## config.mk

```make
export PLATFORM = sky130hd
export DESIGN_NAME = letterbox_border_detector
export DESIGN_NICKNAME = d
export VERILOG_FILES = /design/src/lbd_pkg.sv /design/src/letterbox_border_detector.sv /design/src/lbd_div.sv /design/src/lbd_cfg.sv /design/src/lbd_front.sv /design/src/lbd_queue.sv /design/src/lbd_back.sv
export SDC_FILE = /design/constraint.sdc
export NUM_CORES = 1
export LEC_CHECK = 0
export BUFFER_PORTS_ARGS = -buffer_cell sky130_fd_sc_hd__buf_2
export CAP_MARGIN = 10
export CORE_ASPECT_RATIO = 1.2
export CORE_MARGIN = 3
export CORE_UTILIZATION = 30
export DETAILED_ROUTE_END_ITERATION = 7
export SYNTH_ARGS = -nofsm -noshare
export SYNTH_HDL_FRONTEND = slang
export SYNTH_SLANG_ARGS = --single-unit
```

## constraint.sdc

```tcl
create_clock -name clk -period 16.8 [get_ports clk]
set_input_delay 0.84 -clock clk [delete_from_list [all_inputs] [get_ports clk]]
set_output_delay 0.84 -clock clk [all_outputs]
set_load 0.01 [all_outputs]
```

## src/lbd_pkg.sv

```systemverilog
// Shared types, constants and register codes of the letterbox border detector.
`default_nettype none
package lbd_pkg;

  localparam int CNT_W      = 12;
  localparam int CFG_IDX_W  = 3;
  localparam int CFG_DATA_W = 12;
  localparam int DIV_NUM_W  = 24;
  localparam int DIV_DEN_W  = 14;
  localparam int DIV_CNT_W  = 5;
  localparam int DIV_STEPS  = DIV_NUM_W;
  localparam int QDEPTH     = 2;
  localparam int QPTR_W     = 1;

  localparam logic [CNT_W-1:0] CNT_MAX = '1;

  localparam int DEFAULT_PCT = 16;
  localparam int PCT_SCALE   = 100;

  localparam logic [11:0] FW_RESET   = 12'd720;
  localparam logic [11:0] FH_RESET   = 12'd480;
  localparam logic [7:0]  OV_RESET   = 8'd0;
  localparam logic [6:0]  SKIP_RESET = 7'd1;
  localparam logic [6:0]  THR_RESET  = 7'd40;
  localparam logic [7:0]  PCT_RESET  = 8'hff;
  localparam logic [11:0] FAM_RESET  = 12'd1333;
  localparam logic [11:0] IGNORE_RESET = 12'(720 * DEFAULT_PCT / PCT_SCALE);

  localparam logic [15:0] ASPECT_MAX = 16'hffff;

  typedef enum logic [2:0] {
    REG_FRAME_WIDTH  = 3'd0,
    REG_FRAME_HEIGHT = 3'd1,
    REG_OVERSCAN     = 3'd2,
    REG_SKIP_STEP    = 3'd3,
    REG_LUMA_THRESH  = 3'd4,
    REG_IGNORE_PCT   = 3'd5,
    REG_FRAME_ASPECT = 3'd6
  } cfg_reg_t;

  typedef enum logic [1:0] {
    IG_IDLE,
    IG_START,
    IG_WAIT
  } ign_state_t;

  typedef enum logic [1:0] {
    BK_IDLE,
    BK_DIV,
    BK_HOLD
  } back_state_t;

  typedef struct packed {
    logic [11:0] frame_width;
    logic [11:0] frame_height;
    logic [7:0]  overscan;
    logic [6:0]  skip_eff;
    logic [6:0]  luma_threshold;
    logic [11:0] aspect_milli;
    logic [11:0] ignore_limit;
  } cfg_t;

  typedef struct packed {
    logic [10:0] top;
    logic [11:0] bottom;
    logic [10:0] border;
    logic        div_ok;
    logic [11:0] h2;
    logic [11:0] d;
    logic [11:0] fam;
  } frame_sum_t;

  typedef struct packed {
    logic                 start;
    logic [DIV_NUM_W-1:0] num;
    logic [DIV_DEN_W-1:0] den;
  } div_req_t;

  typedef struct packed {
    logic                 busy;
    logic                 done;
    logic [DIV_NUM_W-1:0] quo;
  } div_rsp_t;

endpackage
`default_nettype wire

```

## src/letterbox_border_detector.sv

```systemverilog
// Letterbox border detector top level.
//
// Luma samples enter on the s_ stream in raster order, one per transaction, with
// the line end flag in s_tuser and the frame end mark in s_tlast. Rows are
// classified as the samples arrive, so a frame is taken at one sample per cycle,
// stalling only after frame end until the summary is queued and during cfg writes.
// One result per frame leaves on the m_ stream, once the 24-step serial divider
// has formed the aspect ratio, or saturated when no division is possible. Up to
// two frame summaries queue ahead of the divider, so the input keeps flowing while
// a result waits for the receiver; when both slots are full the input stalls at
// the next frame end.
// Registers are written through the cfg_ channel while the block is idle. Each
// write holds s_tready low while the row ignore limit is recomputed, using the
// divider if percent > 0. Reset restores the register defaults and the default
// ignore limit at once and clears all counters; no result is pending after reset.
`default_nettype none
module letterbox_border_detector (
  input  wire logic                            clk,
  input  wire logic                            rst,
  input  wire logic                            s_tvalid,
  output logic                                 s_tready,
  input  wire logic [7:0]                      s_tdata,   // luma[7:0]
  input  wire logic                            s_tuser,   // line_end
  input  wire logic                            s_tlast,   // frame_end
  output logic                                 m_tvalid,
  input  wire logic                            m_tready,
  // top_border[10:0], bottom_border[22:11], min_border[33:23], aspect_milli[49:34]
  output logic [55:0]                          m_tdata,
  output logic                                 m_tuser,   // ratio_saturated
  input  wire logic                            cfg_valid,
  output logic                                 cfg_ready,
  input  wire logic [lbd_pkg::CFG_IDX_W-1:0]   cfg_index,
  input  wire logic [lbd_pkg::CFG_DATA_W-1:0]  cfg_data
);

  lbd_pkg::cfg_t       cfg;
  lbd_pkg::div_req_t   cfg_div_req;
  lbd_pkg::div_req_t   back_div_req;
  lbd_pkg::div_req_t   div_req;
  lbd_pkg::div_rsp_t   div_rsp;
  lbd_pkg::frame_sum_t q_din;
  lbd_pkg::frame_sum_t q_dout;
  logic                ign_busy;
  logic                q_push;
  logic                q_pop;
  logic                q_full;
  logic                q_empty;
  logic                back_idle;
  logic [10:0]         top_border;
  logic [11:0]         bottom_border;
  logic [10:0]         min_border;
  logic [15:0]         aspect_milli;

  lbd_cfg u_cfg (
    .clk        (clk),
    .rst        (rst),
    .cfg_valid  (cfg_valid),
    .cfg_ready  (cfg_ready),
    .cfg_index  (cfg_index),
    .cfg_data   (cfg_data),
    .block_idle (back_idle && q_empty),
    .div_rsp    (div_rsp),
    .div_req    (cfg_div_req),
    .cfg        (cfg),
    .ign_busy   (ign_busy)
  );

  lbd_front u_front (
    .clk       (clk),
    .rst       (rst),
    .s_tvalid  (s_tvalid),
    .s_tready  (s_tready),
    .luma      (s_tdata),
    .line_end  (s_tuser),
    .frame_end (s_tlast),
    .cfg       (cfg),
    .ign_busy  (ign_busy),
    .q_full    (q_full),
    .q_push    (q_push),
    .q_din     (q_din)
  );

  lbd_queue u_queue (
    .clk   (clk),
    .rst   (rst),
    .push  (q_push),
    .din   (q_din),
    .pop   (q_pop),
    .dout  (q_dout),
    .full  (q_full),
    .empty (q_empty)
  );

  assign div_req = cfg_div_req.start ? cfg_div_req : back_div_req;

  lbd_div u_div (
    .clk (clk),
    .rst (rst),
    .req (div_req),
    .rsp (div_rsp)
  );

  lbd_back u_back (
    .clk             (clk),
    .rst             (rst),
    .q_empty         (q_empty),
    .q_dout          (q_dout),
    .q_pop           (q_pop),
    .ign_busy        (ign_busy),
    .div_rsp         (div_rsp),
    .div_req         (back_div_req),
    .m_tvalid        (m_tvalid),
    .m_tready        (m_tready),
    .top_border      (top_border),
    .bottom_border   (bottom_border),
    .min_border      (min_border),
    .aspect_milli    (aspect_milli),
    .ratio_saturated (m_tuser),
    .back_idle       (back_idle)
  );

  assign m_tdata = {6'b0, aspect_milli, min_border, bottom_border, top_border};

`ifndef SYNTH
  a_div_single_owner: assert property (@(posedge clk) disable iff (rst)
    !(cfg_div_req.start && back_div_req.start))
    else $error("divider requested by both users");

  a_div_start_idle: assert property (@(posedge clk) disable iff (rst)
    div_req.start |-> !div_rsp.busy)
    else $error("divider started while busy");

  a_no_input_during_limit: assert property (@(posedge clk) disable iff (rst)
    ign_busy |-> !s_tready)
    else $error("input accepted while ignore limit is recomputed");

  a_queue_no_overflow: assert property (@(posedge clk) disable iff (rst)
    q_push |-> !q_full)
    else $error("summary queue overflow");
`endif

endmodule
`default_nettype wire

```

## src/lbd_div.sv

```systemverilog
// Shared restoring divider, one quotient bit per cycle.
`default_nettype none
module lbd_div (
  input  wire logic              clk,
  input  wire logic              rst,
  input  wire lbd_pkg::div_req_t req,
  output lbd_pkg::div_rsp_t      rsp
);

  logic                          busy;
  logic                          done;
  logic [lbd_pkg::DIV_NUM_W-1:0] q;
  logic [lbd_pkg::DIV_DEN_W-1:0] rem;
  logic [lbd_pkg::DIV_DEN_W-1:0] den;
  logic [lbd_pkg::DIV_CNT_W-1:0] cnt;
  logic [lbd_pkg::DIV_DEN_W:0]   trial;
  logic                          ge;

  assign trial = {rem, q[lbd_pkg::DIV_NUM_W-1]};
  assign ge    = trial >= {1'b0, den};

  always_ff @(posedge clk) begin
    if (rst) begin
      busy <= 1'b0;
      done <= 1'b0;
      cnt  <= '0;
    end else begin
      done <= 1'b0;
      if (req.start && !busy) begin
        busy <= 1'b1;
        cnt  <= '0;
      end else if (busy) begin
        cnt <= cnt + 1'b1;
        if (cnt == lbd_pkg::DIV_CNT_W'(lbd_pkg::DIV_STEPS - 1)) begin
          busy <= 1'b0;
          done <= 1'b1;
        end
      end
    end
  end

  always_ff @(posedge clk) begin
    if (req.start && !busy) begin
      q   <= req.num;
      rem <= '0;
      den <= req.den;
    end else if (busy) begin
      rem <= ge ? lbd_pkg::DIV_DEN_W'(trial - {1'b0, den})
                : trial[lbd_pkg::DIV_DEN_W-1:0];
      q   <= {q[lbd_pkg::DIV_NUM_W-2:0], ge};
    end
  end

  assign rsp.busy = busy;
  assign rsp.done = done;
  assign rsp.quo  = q;

endmodule
`default_nettype wire

```

## src/lbd_cfg.sv

```systemverilog
// Configuration registers and the ignore limit derived from them.
`default_nettype none
module lbd_cfg (
  input  wire logic                             clk,
  input  wire logic                             rst,
  input  wire logic                             cfg_valid,
  output logic                                  cfg_ready,
  input  wire logic [lbd_pkg::CFG_IDX_W-1:0]    cfg_index,
  input  wire logic [lbd_pkg::CFG_DATA_W-1:0]   cfg_data,
  input  wire logic                             block_idle,
  input  wire lbd_pkg::div_rsp_t                div_rsp,
  output lbd_pkg::div_req_t                     div_req,
  output lbd_pkg::cfg_t                         cfg,
  output logic                                  ign_busy
);

  lbd_pkg::ign_state_t state;
  lbd_pkg::ign_state_t state_next;

  logic [11:0]       frame_width;
  logic [11:0]       frame_height;
  logic [7:0]        overscan;
  logic [6:0]        skip_step;
  logic [6:0]        luma_threshold;
  logic [7:0]        ignore_percent;
  logic [11:0]       frame_aspect_milli;
  logic [11:0]       ignore_limit;

  logic              wr;
  logic [6:0]        skip_eff;
  logic signed [7:0] pct_eff;
  logic              pct_pos;
  logic [18:0]       prod;
  logic [13:0]       den;
  logic [11:0]       limit_clamped;

  assign cfg_ready = block_idle && !ign_busy && !div_rsp.busy;
  assign wr        = cfg_valid && cfg_ready;
  assign ign_busy  = state != lbd_pkg::IG_IDLE;

  assign skip_eff = (skip_step == '0) ? 7'd1 : skip_step;
  assign pct_eff  = ($signed(ignore_percent) == -8'sd1) ?
                    8'(lbd_pkg::DEFAULT_PCT) : $signed(ignore_percent);
  assign pct_pos  = pct_eff > 8'sd0;
  assign prod     = frame_width * pct_eff[6:0];
  assign den      = skip_eff * 7'(lbd_pkg::PCT_SCALE);

  always_comb begin
    if (div_rsp.quo == '0) begin
      limit_clamped = 12'd1;
    end else if (div_rsp.quo > lbd_pkg::DIV_NUM_W'(lbd_pkg::CNT_MAX)) begin
      limit_clamped = lbd_pkg::CNT_MAX;
    end else begin
      limit_clamped = div_rsp.quo[11:0];
    end
  end

  always_comb begin
    state_next = state;
    unique case (state)
      lbd_pkg::IG_IDLE: begin
        if (wr) state_next = lbd_pkg::IG_START;
      end
      lbd_pkg::IG_START: begin
        if (!div_rsp.busy) state_next = pct_pos ? lbd_pkg::IG_WAIT : lbd_pkg::IG_IDLE;
      end
      lbd_pkg::IG_WAIT: begin
        if (div_rsp.done) state_next = lbd_pkg::IG_IDLE;
      end
      default: state_next = lbd_pkg::IG_IDLE;
    endcase
  end

  always_comb begin
    div_req.start = (state == lbd_pkg::IG_START) && pct_pos && !div_rsp.busy;
    div_req.num   = lbd_pkg::DIV_NUM_W'(prod);
    div_req.den   = den;
  end

  always_ff @(posedge clk) begin
    if (rst) begin
      state <= lbd_pkg::IG_IDLE;
    end else begin
      state <= state_next;
    end
  end

  always_ff @(posedge clk) begin
    if (rst) begin
      frame_width        <= lbd_pkg::FW_RESET;
      frame_height       <= lbd_pkg::FH_RESET;
      overscan           <= lbd_pkg::OV_RESET;
      skip_step          <= lbd_pkg::SKIP_RESET;
      luma_threshold     <= lbd_pkg::THR_RESET;
      ignore_percent     <= lbd_pkg::PCT_RESET;
      frame_aspect_milli <= lbd_pkg::FAM_RESET;
      ignore_limit       <= lbd_pkg::IGNORE_RESET;
    end else begin
      if (wr) begin
        unique case (lbd_pkg::cfg_reg_t'(cfg_index))
          lbd_pkg::REG_FRAME_WIDTH:  frame_width        <= cfg_data;
          lbd_pkg::REG_FRAME_HEIGHT: frame_height       <= cfg_data;
          lbd_pkg::REG_OVERSCAN:     overscan           <= cfg_data[7:0];
          lbd_pkg::REG_SKIP_STEP:    skip_step          <= cfg_data[6:0];
          lbd_pkg::REG_LUMA_THRESH:  luma_threshold     <= cfg_data[6:0];
          lbd_pkg::REG_IGNORE_PCT:   ignore_percent     <= cfg_data[7:0];
          lbd_pkg::REG_FRAME_ASPECT: frame_aspect_milli <= cfg_data;
          default: ;
        endcase
      end
      if (state == lbd_pkg::IG_START && !div_rsp.busy && !pct_pos) begin
        ignore_limit <= '0;
      end else if (state == lbd_pkg::IG_WAIT && div_rsp.done) begin
        ignore_limit <= limit_clamped;
      end
    end
  end

  always_comb begin
    cfg.frame_width    = frame_width;
    cfg.frame_height   = frame_height;
    cfg.overscan       = overscan;
    cfg.skip_eff       = skip_eff;
    cfg.luma_threshold = luma_threshold;
    cfg.aspect_milli   = frame_aspect_milli;
    cfg.ignore_limit   = ignore_limit;
  end

endmodule
`default_nettype wire

```

## src/lbd_front.sv

```systemverilog
// Sample intake: column and row counting, row classification and frame summary.
`default_nettype none
module lbd_front (
  input  wire logic           clk,
  input  wire logic           rst,
  input  wire logic           s_tvalid,
  output logic                s_tready,
  input  wire logic [7:0]     luma,
  input  wire logic           line_end,
  input  wire logic           frame_end,
  input  wire lbd_pkg::cfg_t  cfg,
  input  wire logic           ign_busy,
  input  wire logic           q_full,
  output logic                q_push,
  output lbd_pkg::frame_sum_t q_din
);

  logic [11:0] column_count;
  logic [11:0] row_count;
  logic [11:0] bright_count;
  logic [6:0]  phase;
  logic        top_found;
  logic [11:0] top_row;
  logic        bottom_found;
  logic [11:0] bottom_row;
  logic        pending;

  logic               accept;
  logic signed [13:0] ov_s;
  logic signed [13:0] ov2_s;
  logic signed [13:0] fw_s;
  logic signed [13:0] fh_s;
  logic signed [13:0] col_lim;
  logic signed [13:0] top_max;
  logic signed [13:0] h2;
  logic signed [13:0] h2_half;
  logic signed [13:0] c_s;
  logic signed [13:0] y_s;
  logic [6:0]         phase_inc;
  logic               examine;
  logic               bright_hit;
  logic [11:0]        bright_inc;
  logic               pic;
  logic               top_hit;
  logic               bot_hit;
  logic signed [13:0] top_s;
  logic signed [13:0] bottom_s;
  logic signed [13:0] border_s;
  logic signed [14:0] d_s;

  assign s_tready = !pending && !ign_busy;
  assign accept   = s_tvalid && s_tready;

  assign ov_s    = $signed({6'b0, cfg.overscan});
  assign ov2_s   = $signed({5'b0, cfg.overscan, 1'b0});
  assign fw_s    = $signed({2'b0, cfg.frame_width});
  assign fh_s    = $signed({2'b0, cfg.frame_height});
  assign col_lim = fw_s - ov2_s;
  assign top_max = $signed({3'b0, cfg.frame_height[11:1]}) - ov_s;
  assign h2      = fh_s - ov2_s;
  assign h2_half = h2 >>> 1;
  assign c_s     = $signed({2'b0, column_count});
  assign y_s     = $signed({2'b0, row_count});

  assign phase_inc  = phase + 7'd1;
  assign examine    = (c_s >= ov_s) && (c_s < col_lim) && (phase == '0);
  assign bright_hit = examine && (luma[6:0] > cfg.luma_threshold) &&
                      (bright_count != lbd_pkg::CNT_MAX);
  assign bright_inc = bright_count + 12'(bright_hit);
  assign pic        = bright_inc > cfg.ignore_limit;
  assign top_hit    = pic && !top_found && (y_s >= ov_s) && (y_s < top_max);
  assign bot_hit    = pic && (y_s >= h2_half) && (y_s < h2);

  always_comb begin
    if (top_found) begin
      top_s = $signed({2'b0, top_row}) - ov_s;
    end else if (top_max > ov_s) begin
      top_s = top_max - ov_s;
    end else begin
      top_s = '0;
    end
    if (bottom_found) begin
      bottom_s = fh_s - $signed({2'b0, bottom_row}) - ov2_s;
    end else if (h2 > 14'sd0) begin
      bottom_s = h2 - h2_half + 14'sd1;
    end else begin
      bottom_s = 14'sd1;
    end
    border_s = (top_s < bottom_s) ? top_s : bottom_s;
    d_s      = {h2[13], h2} - {border_s, 1'b0};
  end

  assign q_push = pending && !q_full;

  always_comb begin
    q_din.top    = top_s[10:0];
    q_din.bottom = bottom_s[11:0];
    q_din.border = border_s[10:0];
    q_din.div_ok = d_s > 15'sd0;
    q_din.h2     = h2[11:0];
    q_din.d      = d_s[11:0];
    q_din.fam    = cfg.aspect_milli;
  end

  always_ff @(posedge clk) begin
    if (rst) begin
      column_count <= '0;
      row_count    <= '0;
      bright_count <= '0;
      phase        <= '0;
      top_found    <= 1'b0;
      top_row      <= '0;
      bottom_found <= 1'b0;
      bottom_row   <= '0;
      pending      <= 1'b0;
    end else if (q_push) begin
      pending      <= 1'b0;
      row_count    <= '0;
      top_found    <= 1'b0;
      top_row      <= '0;
      bottom_found <= 1'b0;
      bottom_row   <= '0;
    end else if (accept) begin
      if (line_end || frame_end) begin
        column_count <= '0;
        bright_count <= '0;
        phase        <= '0;
        if (row_count != lbd_pkg::CNT_MAX) row_count <= row_count + 12'd1;
        if (top_hit) begin
          top_found <= 1'b1;
          top_row   <= row_count;
        end
        if (bot_hit) begin
          bottom_found <= 1'b1;
          bottom_row   <= row_count;
        end
        pending <= frame_end;
      end else begin
        bright_count <= bright_inc;
        if (column_count != lbd_pkg::CNT_MAX) column_count <= column_count + 12'd1;
        if (c_s < ov_s) begin
          phase <= '0;
        end else begin
          phase <= (phase_inc == cfg.skip_eff) ? 7'd0 : phase_inc;
        end
      end
    end
  end

endmodule
`default_nettype wire

```

## src/lbd_queue.sv

```systemverilog
// Short queue of frame summaries between the intake and the ratio unit.
`default_nettype none
module lbd_queue (
  input  wire logic                clk,
  input  wire logic                rst,
  input  wire logic                push,
  input  wire lbd_pkg::frame_sum_t din,
  input  wire logic                pop,
  output lbd_pkg::frame_sum_t      dout,
  output logic                     full,
  output logic                     empty
);

  lbd_pkg::frame_sum_t entries [lbd_pkg::QDEPTH];
  logic [lbd_pkg::QPTR_W-1:0] wr_ptr;
  logic [lbd_pkg::QPTR_W-1:0] rd_ptr;
  logic [lbd_pkg::QPTR_W:0]   count;

  assign full  = count == (lbd_pkg::QPTR_W + 1)'(lbd_pkg::QDEPTH);
  assign empty = count == '0;
  assign dout  = entries[rd_ptr];

  always_ff @(posedge clk) begin
    if (rst) begin
      wr_ptr <= '0;
      rd_ptr <= '0;
      count  <= '0;
    end else begin
      if (push && !full) wr_ptr <= wr_ptr + 1'b1;
      if (pop && !empty) rd_ptr <= rd_ptr + 1'b1;
      if ((push && !full) && !(pop && !empty)) begin
        count <= count + 1'b1;
      end else if (!(push && !full) && (pop && !empty)) begin
        count <= count - 1'b1;
      end
    end
  end

  always_ff @(posedge clk) begin
    if (push && !full) entries[wr_ptr] <= din;
  end

endmodule
`default_nettype wire

```

## src/lbd_back.sv

```systemverilog
// Ratio unit: takes a summary, divides when div_ok, holds the result for the receiver.
`default_nettype none
module lbd_back (
  input  wire logic                clk,
  input  wire logic                rst,
  input  wire logic                q_empty,
  input  wire lbd_pkg::frame_sum_t q_dout,
  output logic                     q_pop,
  input  wire logic                ign_busy,
  input  wire lbd_pkg::div_rsp_t   div_rsp,
  output lbd_pkg::div_req_t        div_req,
  output logic                     m_tvalid,
  input  wire logic                m_tready,
  output logic [10:0]              top_border,
  output logic [11:0]              bottom_border,
  output logic [10:0]              min_border,
  output logic [15:0]              aspect_milli,
  output logic                     ratio_saturated,
  output logic                     back_idle
);

  lbd_pkg::back_state_t state;
  lbd_pkg::back_state_t state_next;
  logic [23:0]          prod;

  assign prod = q_dout.h2 * q_dout.fam;

  always_comb begin
    state_next = state;
    unique case (state)
      lbd_pkg::BK_IDLE: begin
        if (q_pop) state_next = q_dout.div_ok ? lbd_pkg::BK_DIV : lbd_pkg::BK_HOLD;
      end
      lbd_pkg::BK_DIV: begin
        if (div_rsp.done) state_next = lbd_pkg::BK_HOLD;
      end
      lbd_pkg::BK_HOLD: begin
        if (m_tready) state_next = lbd_pkg::BK_IDLE;
      end
      default: state_next = lbd_pkg::BK_IDLE;
    endcase
  end

  always_comb begin
    q_pop         = (state == lbd_pkg::BK_IDLE) && !q_empty && !div_rsp.busy && !ign_busy;
    div_req.start = q_pop && q_dout.div_ok;
    div_req.num   = lbd_pkg::DIV_NUM_W'(prod);
    div_req.den   = lbd_pkg::DIV_DEN_W'(q_dout.d);
    m_tvalid      = state == lbd_pkg::BK_HOLD;
    back_idle     = state == lbd_pkg::BK_IDLE;
  end

  always_ff @(posedge clk) begin
    if (rst) begin
      state <= lbd_pkg::BK_IDLE;
    end else begin
      state <= state_next;
    end
  end

  always_ff @(posedge clk) begin
    if (q_pop) begin
      top_border    <= q_dout.top;
      bottom_border <= q_dout.bottom;
      min_border    <= q_dout.border;
      if (!q_dout.div_ok) begin
        aspect_milli    <= lbd_pkg::ASPECT_MAX;
        ratio_saturated <= 1'b1;
      end
    end else if (state == lbd_pkg::BK_DIV && div_rsp.done) begin
      if (div_rsp.quo > lbd_pkg::DIV_NUM_W'(lbd_pkg::ASPECT_MAX)) begin
        aspect_milli    <= lbd_pkg::ASPECT_MAX;
        ratio_saturated <= 1'b1;
      end else begin
        aspect_milli    <= div_rsp.quo[15:0];
        ratio_saturated <= 1'b0;
      end
    end
  end

endmodule
`default_nettype wire
```

==> results.cfg, run 1 <==
[sta]
finalSetupViolations = 0
skew_ns = 0.02248
timing_max_transition_violations_final = 0
final.setup.worst_slack_ns = 6.367
finalHoldViolations = 0
max_slew.worst_pin.slew_ns = 1.031
post-route-min-period_ns = 10.43
setup_tns_ns = 0
max_clock_freq_mhz = 95.85
grt_setup_unrepaired = no
final.period_utilization_pct = 62.10
timing.slew.headroom_pct = 30.20

[grt]
grt_max_degree = 66
gr-total-overflow = 0
first_global_vias = 22784
antenna_found_initial = 0
globalRouteTotalUtil_pct = 14.88
wire_length_of_the_first_global_routing_pass_um = 125700

[die]
rows = 127
floorplan.initialDensity_pct = 30.41
fp.coreArea_sq_um = 100400
chipWidth_um = 297.3
die_height_um = 355.5
floorplan.io_pins = 90
die_footprint_sq_um = 105700

[worst_setup_path]
path_class = flop to flop
worst_path_max_delay_cell = sky130_fd_sc_hd__or4_1
worst_ep_required_time_ns = 17.07
slowest_delay_ns = 0.55
sort_of_element_at_the_end_of_the_critical_path = flop
worst-path-max-fanout = 33
critical_path_arrival_ns = 10.70
crit_path_end = u_queue.entries[0][36]
setup.reg_to_reg.worst_slack_ns = 6.37
length_in_cells_of_the_worst_reg_to_reg_path = 37
critical_path.reg2reg.startpoint = u_cfg.overscan[1]
worstSetupStartpoint = u_cfg.overscan[1]
reg2reg_to = u_queue.entries[0][36]
startpoint_kind_of_the_worst_setup_timing_path = flop

[route]
drc_errors = 0
route.detailed.vias_per_inst = 4.920
number_of_detailed_routing_iterations_run_before_antenna_repair = 5
detailedRoute.firstIterationViolations = 1321
antenna_violating_nets_post_route = 0
dr_total_vias = 22753
route.detailed.wl_per_inst_um = 17.14
routed_wirelength_um = 79260

[run_status]
outcome = finished, final reports clean

[clocking]
cts_resized = 0
cts_buffers = 42
cts_buffer_depth = 3
tritoncts = done
cts_sinks = 407
clk_latency_ns = 0.59
htreeDepth = 2
post-cts-setup-buffers = 0
worst_setup_hold_path_clk_slew_ns = 0.07
cts-root-buf = sky130_fd_sc_hd__clkbuf_16
cts-hold-fix-buffers = 0

[yosys]
syn_area_per_cell_sq_um = 9.529
library_cell_with_the_highest_instance_count_after_synthesis = sky130_fd_sc_hd__nand2_1
ys_warn_count = 0
async_flop_share_pct = 0
synth-seq-cells = 407
netlist_area_sq_um = 30540
post-synth-top-area-cell = sky130_fd_sc_hd__edfxtp_1
synthDominantCellAreaShare_pct = 22.52
synth_flop_cell = sky130_fd_sc_hd__edfxtp_1
seq_area_frac_synth_pct = 34.18
post_synth_most_frequent_cells = sky130_fd_sc_hd__nand2_1, sky130_fd_sc_hd__inv_1, sky130_fd_sc_hd__ha_1
ys_top_cells_by_area = sky130_fd_sc_hd__edfxtp_1, sky130_fd_sc_hd__ha_1, sky130_fd_sc_hd__dfxtp_1
synth_enable_flop_cells = 229
synth_cell_type_count = 83
synth_cells = 3205

[final_layout]
antenna-diode-count = 0
synthToLayoutAreaGrowth_pct = 10.52
finish.net_count = 3743
drive_above_1_share_pct = 8.071
final_design_area_no_fill_sq_um = 33750

[hold_path]
holdCritPathClass = flop to flop

[placement]
placement.setup.worst_slack_ns = 6.383
hpwlAfterDp_um = 60360
place.gp.congestion = 0.8828
portBuffers = 82
placedInstanceArea_sq_um = 32370

[flow_run]
drv_cap = 0
## layer usage
metal  global-route usage [%]  up-vias  wire length, um
met2                    26.33      455            39100
met1                    18.48    11041            33850
li1                         -    11116                -
met5                        0        -                0
met3                    1.670      141             3238
met4                    5.971        0             3068
## how the worst min path moves through the flow
stage | slack, ns | end | cells past startpoint | startpoint
detailed placement | 0.44 | u_queue.entries[0][11] | 0 | u_cfg.frame_aspect_milli[11]
floorplan | 0.43 | u_queue.entries[0][0] | 0 | u_cfg.frame_aspect_milli[0]
finish | 0.45 | u_queue.entries[0][11] | 0 | u_cfg.frame_aspect_milli[11]
global placement | 0.43 | u_queue.entries[0][3] | 0 | u_cfg.frame_aspect_milli[3]
CTS | 0.45 | u_queue.entries[0][11] | 0 | u_cfg.frame_aspect_milli[11]
global route | 0.48 | u_queue.entries[1][5] | 0 | u_cfg.frame_aspect_milli[5]
## cells in the final DEF (no fill, tap or decap), types with 43 or more instances in the layout
cell	Yosys	layout
sky130_fd_sc_hd__mux2_2	61	61
sky130_fd_sc_hd__edfxtp_1	229	229
sky130_fd_sc_hd__o21ai_0	115	115
sky130_fd_sc_hd__xnor2_1	95	95
sky130_fd_sc_hd__fa_1	161	161
sky130_fd_sc_hd__nand2_1	346	346
sky130_fd_sc_hd__nand3_1	58	58
sky130_fd_sc_hd__xor2_1	60	60
sky130_fd_sc_hd__and2_1	52	52
sky130_fd_sc_hd__a21o_1	54	54
sky130_fd_sc_hd__a21oi_1	167	167
sky130_fd_sc_hd__nor2_1	285	282
sky130_fd_sc_hd__buf_2	6	81
sky130_fd_sc_hd__inv_1	325	324
sky130_fd_sc_hd__nor2b_1	45	45
sky130_fd_sc_hd__ha_1	315	315
sky130_fd_sc_hd__clkbuf_16	0	43
sky130_fd_sc_hd__dfxtp_1	178	177
sky130_fd_sc_hd__mux2i_1	80	80
sky130_fd_sc_hd__nor3_1	60	59
## critical path, delay by kind of cell (launching register included)
family / cells / cell delay (ns)
buf+inv: 3 / 0.88
simple gates: 14 / 3.48
mux: 1 / 0.46
xor+xnor: 1 / 0.14
compound gates: 13 / 2.98
flops: 1 / 0.42
fa+ha+maj: 5 / 1.71
## final cells by class
type / count / area [sq um]
clock buffers: 54 / 1147
clock inverters: 24 / 241.5
fillers: 10368 / 66670
inverters: 330 / 1239
multi-input cells: 2352 / 18410
flip-flops and latches: 407 / 10440
well taps: 1354 / 1694
repair buffers: 104 / 578.1
## state kept, by name (all words and copies together) (netlist names), 14 cells and up, named ones only
| signal | flops |
|---|---|
| u_div.q | 24 |
| u_queue.entries | 140 |
| u_back.aspect_milli | 16 |
| u_div.den | 14 |
| u_div.rem | 14 |
## stage by stage
| stage | hold WS (ns) | utilization [%] | instances |
|---|---|---|---|
| detailed placement | 0.4392 | 32.23 | 4547 |
| global placement | 0.4318 | 32.23 | 4547 |
| global route | 0.4836 | 33.61 | 4625 |
| CTS | 0.4538 | 33.61 | 4625 |
| finish | 0.4482 | 33.61 | 4625 |
| floorplan | 0.4254 | - | 3210 |
## cell families (layout without fill, tap and decap cells)
family          after synthesis  after routing  share of synthesized area, %
buf+inv                     451            512                         5.703
flops                       407            407                         34.18
other cells                   1              6                       0.01228
simple gates               1027           1027                         15.62
compound gates              543            543                         11.55
xor+xnor                    156            156                         4.498
mux                         141            141                         4.871
fa+ha+maj                   479            479                         23.56
Power of run 1 is left out: the tool's default activity adds up to more than one toggle a clock period on the data nets, which glitch-free logic cannot reach.
==> run 2, diff against run 1 <==
- ABC_AREA: not set -> 1
- clock period: 16.8 -> 10.42 ns (I/O delays scaled with it)
==> results.cfg, run 2 <==
[run_status]
outcome = finished, final reports clean

[final_layout]
mostFrequentLayoutCells = sky130_fd_sc_hd__nand2_1, sky130_fd_sc_hd__inv_1, sky130_fd_sc_hd__ha_1, sky130_fd_sc_hd__a21oi_1, sky130_fd_sc_hd__nor2_1
drive_above_1_share_pct = 7.380
largest_reg_by_ff_count = u_queue.entries
antenna-diode-count = 0
final_common_cell = sky130_fd_sc_hd__nand2_1
synthToLayoutAreaGrowth_pct = 11.01
filler_cell_count = 10290
largest_registers = u_queue.entries: 140 flops, u_div.q: 24 flops, u_back.aspect_milli: 16 flops
finish.net_count = 4212
largest_register_ff_count = 140

[yosys]
dominant_combinational_cell_family_by_area_after_synthesis = adder cells
synthMuxAreaShare_pct = 0.03314
async_flop_share_pct = 0
library_cell_with_the_highest_instance_count_after_synthesis = sky130_fd_sc_hd__nand2_1
synth_cell_type_count = 61
synthDominantCellAreaShare_pct = 22.77
synth_cells = 3634
synth_flop_cell = sky130_fd_sc_hd__edfxtp_1
xor_xnor_portion_of_the_synthesized_cell_area_pct = 2.871
synth-seq-cells = 407
yosys.area_share.adder_pct = 23.72
post_synth_and_or_nand_nor_area_fraction_pct = 18.32
post-synth-top-area-cell = sky130_fd_sc_hd__edfxtp_1
synth_enable_flop_cells = 229
netlist_area_sq_um = 30210
ys_top_cells_by_area = sky130_fd_sc_hd__edfxtp_1, sky130_fd_sc_hd__ha_1, sky130_fd_sc_hd__dfxtp_1
share_of_the_synthesized_area_in_compound_gates_ao_oa_aoi_oai_pct = 11.94
ys_warn_count = 0
syn_area_per_cell_sq_um = 8.312
post_synth_most_frequent_cells = sky130_fd_sc_hd__nand2_1, sky130_fd_sc_hd__inv_1, sky130_fd_sc_hd__ha_1
seq_area_frac_synth_pct = 34.56

[hold_path]
timing.hold.worst.start = cfg_data[7]
holdCritPathClass = input pin to flop

[die]
floorplan.io_pins = 90
chipWidth_um = 295.7
rows = 126
floorplan.initialDensity_pct = 30.46
die_height_um = 353.6
die_footprint_sq_um = 104500
fp.coreArea_sq_um = 99160

[grt]
gr-total-overflow = 0
first_global_vias = 23795
wire_length_of_the_first_global_routing_pass_um = 131200
globalRouteTotalUtil_pct = 15.86
grt_max_degree = 71
antenna_found_initial = 2

[worst_setup_path]
worst-path-max-fanout = 23
critical_path_arrival_ns = 9.25
sort_of_element_at_the_end_of_the_critical_path = flop
setup.reg_to_reg.worst_slack_ns = 1.52
worst_path_max_delay_cell = sky130_fd_sc_hd__xnor2_1
critical-path-top-cell-by-count = sky130_fd_sc_hd__nand2_1
slowest_delay_ns = 0.74
worstSetupStartpoint = u_cfg.frame_height[1]
path_class = flop to flop
critical_path.reg2reg.startpoint = u_cfg.frame_height[1]
startpoint_kind_of_the_worst_setup_timing_path = flop
crit_buf_inv = 6
worst_ep_required_time_ns = 10.77
critical-path-top-delay-family = simple AND/OR/NAND/NOR gates

[route]
route.detailed.vias_per_inst = 4.821
routed_wirelength_um = 82440
dr_total_vias = 24201
drc_errors = 0
number_of_detailed_routing_iterations_run_before_antenna_repair = 5
antenna_violating_nets_post_route = 0
detailedRoute.firstIterationViolations = 1610
route.detailed.wl_per_inst_um = 16.42

[clocking]
tritoncts = done
cts-hold-fix-buffers = 0
cts_resized = 0
post-cts-setup-buffers = 0
worst_setup_hold_path_clk_slew_ns = 0.07
clk_latency_ns = 0.60
cts_buffers = 43
cts_sinks = 407
cts_buffer_depth = 3
htreeDepth = 2
cts-root-buf = sky130_fd_sc_hd__clkbuf_16

[sta]
max_clock_freq_mhz = 112.3
grt_setup_unrepaired = no
finalHoldViolations = 0
finalSetupViolations = 0
max_slew.worst_pin.slew_ns = 1.111
timing_max_transition_violations_final = 0
setup_tns_ns = 0
skew_ns = 0.02855
final.period_utilization_pct = 85.42
timing.slew.headroom_pct = 25.44
post-route-min-period_ns = 8.901

[flow_run]
drv_cap = 0

[placement]
hpwlAfterDp_um = 64020
portBuffers = 82
place.gp.congestion = 0.8829
run 2: logic make-up (layout without fill, tap and decap cells):
logic type | count (synthesis) | after routing
buf+inv | 669 | 770
other cells | 1 | 6
xor+xnor | 99 | 99
fa+ha+maj | 476 | 476
flops | 407 | 407
simple gates | 1326 | 1326
compound gates | 655 | 655
mux | 1 | 1
run 2: metrics by stage:
step | setup slack (ns) | area [sq um] | utilization [%] | cells | hold WS [ns]
after floorplan | 3.085 | 30220 | - | 3639 | 0.4256
after global placement | 1.806 | 32110 | 32.39 | 4941 | 0.4280
after detailed placement | 1.632 | 32110 | 32.39 | 4941 | 0.4362
after CTS | 1.603 | 33530 | 33.81 | 5020 | 0.2166
after global routing | 0.7782 | 33530 | 33.81 | 5020 | 0.2498
final | 1.519 | 33530 | 33.81 | 5020 | 0.2473
run 2: layout make-up:
class | count | area (sq um) | share of cell area (%)
Tap cell | 1280 | 1602 | 4.776
Sequential cell | 407 | 10440 | 31.14
Clock inverter | 26 | 291.5 | 0.8695
Inverter | 574 | 2156 | 6.430
Timing Repair Buffer | 117 | 673.1 | 2.008
Clock buffer | 53 | 1124 | 3.351
Multi-Input combinational cell | 2563 | 17240 | 51.43
run 2: worst register-to-register path: cells and delay by family (launching register included):
kind	cells	cell delay (ns)
adder cells (fa/ha/maj)	7	2.06
XOR/XNOR	3	1.09
AND/OR/NAND/NOR	19	2.35
buffers and inverters	6	0.76
AO/OA/AOI/OAI	7	1.95
flip-flops	1	0.44
run 2: path summary, 6_finish.rpt:
kind	to	cells after the start
worst max register to register	u_queue.entries[0][36]	42
worst min-delay path	u_cfg.overscan[7]	3
worst max-delay path	u_queue.entries[0][36]	42
worst min register to register	flop	1
run 2: metal layers:
layer  global-route usage (%)  part of all wire [%]  up-vias
li1                         -                     -    12055
met1                    20.62                    44    11505
met2                    27.24                    48      501
met3                    1.713                   4.3      138
met4                    5.444                   3.4        2
met5                        0                 0.016        -
Power of run 2 is left out for the same reason.
==> run 3, diff against run 2 <==
- CORE_ASPECT_RATIO: 1.2 -> 0.5
- MAX_ROUTING_LAYER: not set -> met4
==> results.cfg, run 3 (synthesis results as in run 2) <==
[worst_setup_path]
critical-path-top-cell-by-count = sky130_fd_sc_hd__nand2_1
length_in_cells_of_the_worst_reg_to_reg_path = 38
crit_path_end = u_queue.entries[0][36]
sort_of_element_at_the_end_of_the_critical_path = flop
worst_path_max_delay_cell = sky130_fd_sc_hd__fa_1
startpoint_kind_of_the_worst_setup_timing_path = flop
path_class = flop to flop
worst-path-max-fanout = 23
critical_path_arrival_ns = 9.30
worst_ep_required_time_ns = 10.78
slowest_delay_ns = 0.55
critical_path.reg2reg.startpoint = u_cfg.overscan[1]
setup.reg_to_reg.worst_slack_ns = 1.48
worstSetupStartpoint = u_cfg.overscan[1]
reg2reg_to = u_queue.entries[0][36]

[die]
rows = 81
floorplan.io_pins = 90
die_height_um = 230.4
die_footprint_sq_um = 104800
chipWidth_um = 454.7
floorplan.initialDensity_pct = 30.57
fp.coreArea_sq_um = 98810

[route]
number_of_detailed_routing_iterations_run_before_antenna_repair = 5
antenna_violating_nets_post_route = 0
dr_total_vias = 24504
route.detailed.vias_per_inst = 4.831
route.detailed.wl_per_inst_um = 16.64
drc_errors = 0
routed_wirelength_um = 84410
detailedRoute.firstIterationViolations = 1951

[final_layout]
finish.net_count = 4211
largest_registers = u_queue.entries: 140 flops, u_div.q: 24 flops, u_back.aspect_milli: 16 flops
drive_above_1_share_pct = 7.561
synthToLayoutAreaGrowth_pct = 12.07
final_common_cell = sky130_fd_sc_hd__nand2_1
filler_cell_count = 10179
largest_reg_by_ff_count = u_queue.entries
mostFrequentLayoutCells = sky130_fd_sc_hd__nand2_1, sky130_fd_sc_hd__inv_1, sky130_fd_sc_hd__ha_1, sky130_fd_sc_hd__a21oi_1, sky130_fd_sc_hd__nor2_1
largest_register_ff_count = 140

[sta]
final.period_utilization_pct = 85.81
post-route-min-period_ns = 8.942
skew_ns = 0.03088
timing_max_transition_violations_final = 0
max_clock_freq_mhz = 111.8
final.setup.worst_slack_ns = 1.478
finalSetupViolations = 0
timing.slew.headroom_pct = 28.53
max_slew.worst_pin.slew_ns = 1.061
grt_setup_unrepaired = no
setup_tns_ns = 0
finalHoldViolations = 0

[clocking]
cts_resized = 0
cts_sinks = 407
cts-root-buf = sky130_fd_sc_hd__clkbuf_16
tritoncts = done
clk_latency_ns = 0.62
htreeDepth = 2
cts_buffers = 46
cts_buffer_depth = 3
worst_setup_hold_path_clk_slew_ns = 0.07
cts-hold-fix-buffers = 0
post-cts-setup-buffers = 0

[placement]
portBuffers = 82
placement.setup.worst_slack_ns = 1.501
hpwlAfterDp_um = 64370
place.gp.congestion = 0.9134

[grt]
gr-total-overflow = 0
wire_length_of_the_first_global_routing_pass_um = 132500
first_global_vias = 23937
globalRouteTotalUtil_pct = 16.33
grt_max_degree = 74
antenna_found_initial = 1

[run_status]
outcome = finished, final reports clean

[flow_run]
drv_cap = 0

[hold_path]
holdCritPathClass = input pin to flop
-- run 3: metal layers --
metal  wire, um  share of wire (%)  vias to the layer above  GRT usage (%)
met5          0                  0                        -              -
met4       2248                2.7                        0          4.857
met3       4079                4.8                      138          2.159
met1      38870                 46                    11747          21.43
li1           -                  -                    12064              -
met2      39210                 46                      555          26.30
-- run 3: through the flow --
| step | cell area, sq um | hold slack (ns) | std cells | utilization (%) |
|---|---|---|---|---|
| after floorplan | 30220 | 0.4256 | 3639 | - |
| final | 33850 | 0.2360 | 5072 | 34.26 |
| after global routing | 33850 | 0.2198 | 5072 | 34.26 |
| after CTS | 33850 | 0.2036 | 5071 | 34.26 |
| after detailed placement | 32140 | 0.4418 | 4985 | 32.53 |
| after global placement | 32140 | 0.4265 | 4985 | 32.53 |
-- run 3: final cells by class --
| type | instances | area [sq um] | share of cell area, % |
|---|---|---|---|
| Antenna cell | 1 | 2.502 | 0.007392 |
| Timing Repair Buffer | 113 | 643.1 | 1.900 |
| Clock buffer | 65 | 1376 | 4.066 |
| Inverter | 574 | 2156 | 6.369 |
| Multi-Input combinational cell | 2563 | 17240 | 50.92 |
| Tap cell | 1328 | 1662 | 4.909 |
| Sequential cell | 407 | 10440 | 30.84 |
| Clock inverter | 21 | 332.8 | 0.9832 |
-- run 3: worst min-delay path by stage --
stage	endpoint	slack (ns)	from	cells past startpoint
finish	u_cfg.frame_aspect_milli[10]	0.24	cfg_data[10]	3
global placement	flop	0.43	u_queue.rd_ptr	1
CTS	u_cfg.frame_aspect_milli[10]	0.20	cfg_data[10]	3
detailed placement	u_queue.entries[1][6]	0.44	u_cfg.frame_aspect_milli[6]	0
global route	u_cfg.frame_aspect_milli[10]	0.22	cfg_data[10]	3
floorplan	u_queue.entries[0][11]	0.43	u_cfg.frame_aspect_milli[11]	0
-- run 3: critical path: cells and delay by family (launching register included) --
family          cells  cell delay (ns)
xor+xnor            2             0.39
fa+ha+maj           5             2.07
simple gates       15             1.89
flops               1             0.37
compound gates     10             3.03
buf+inv             6             0.88
Power of run 3 is left out for the same reason.
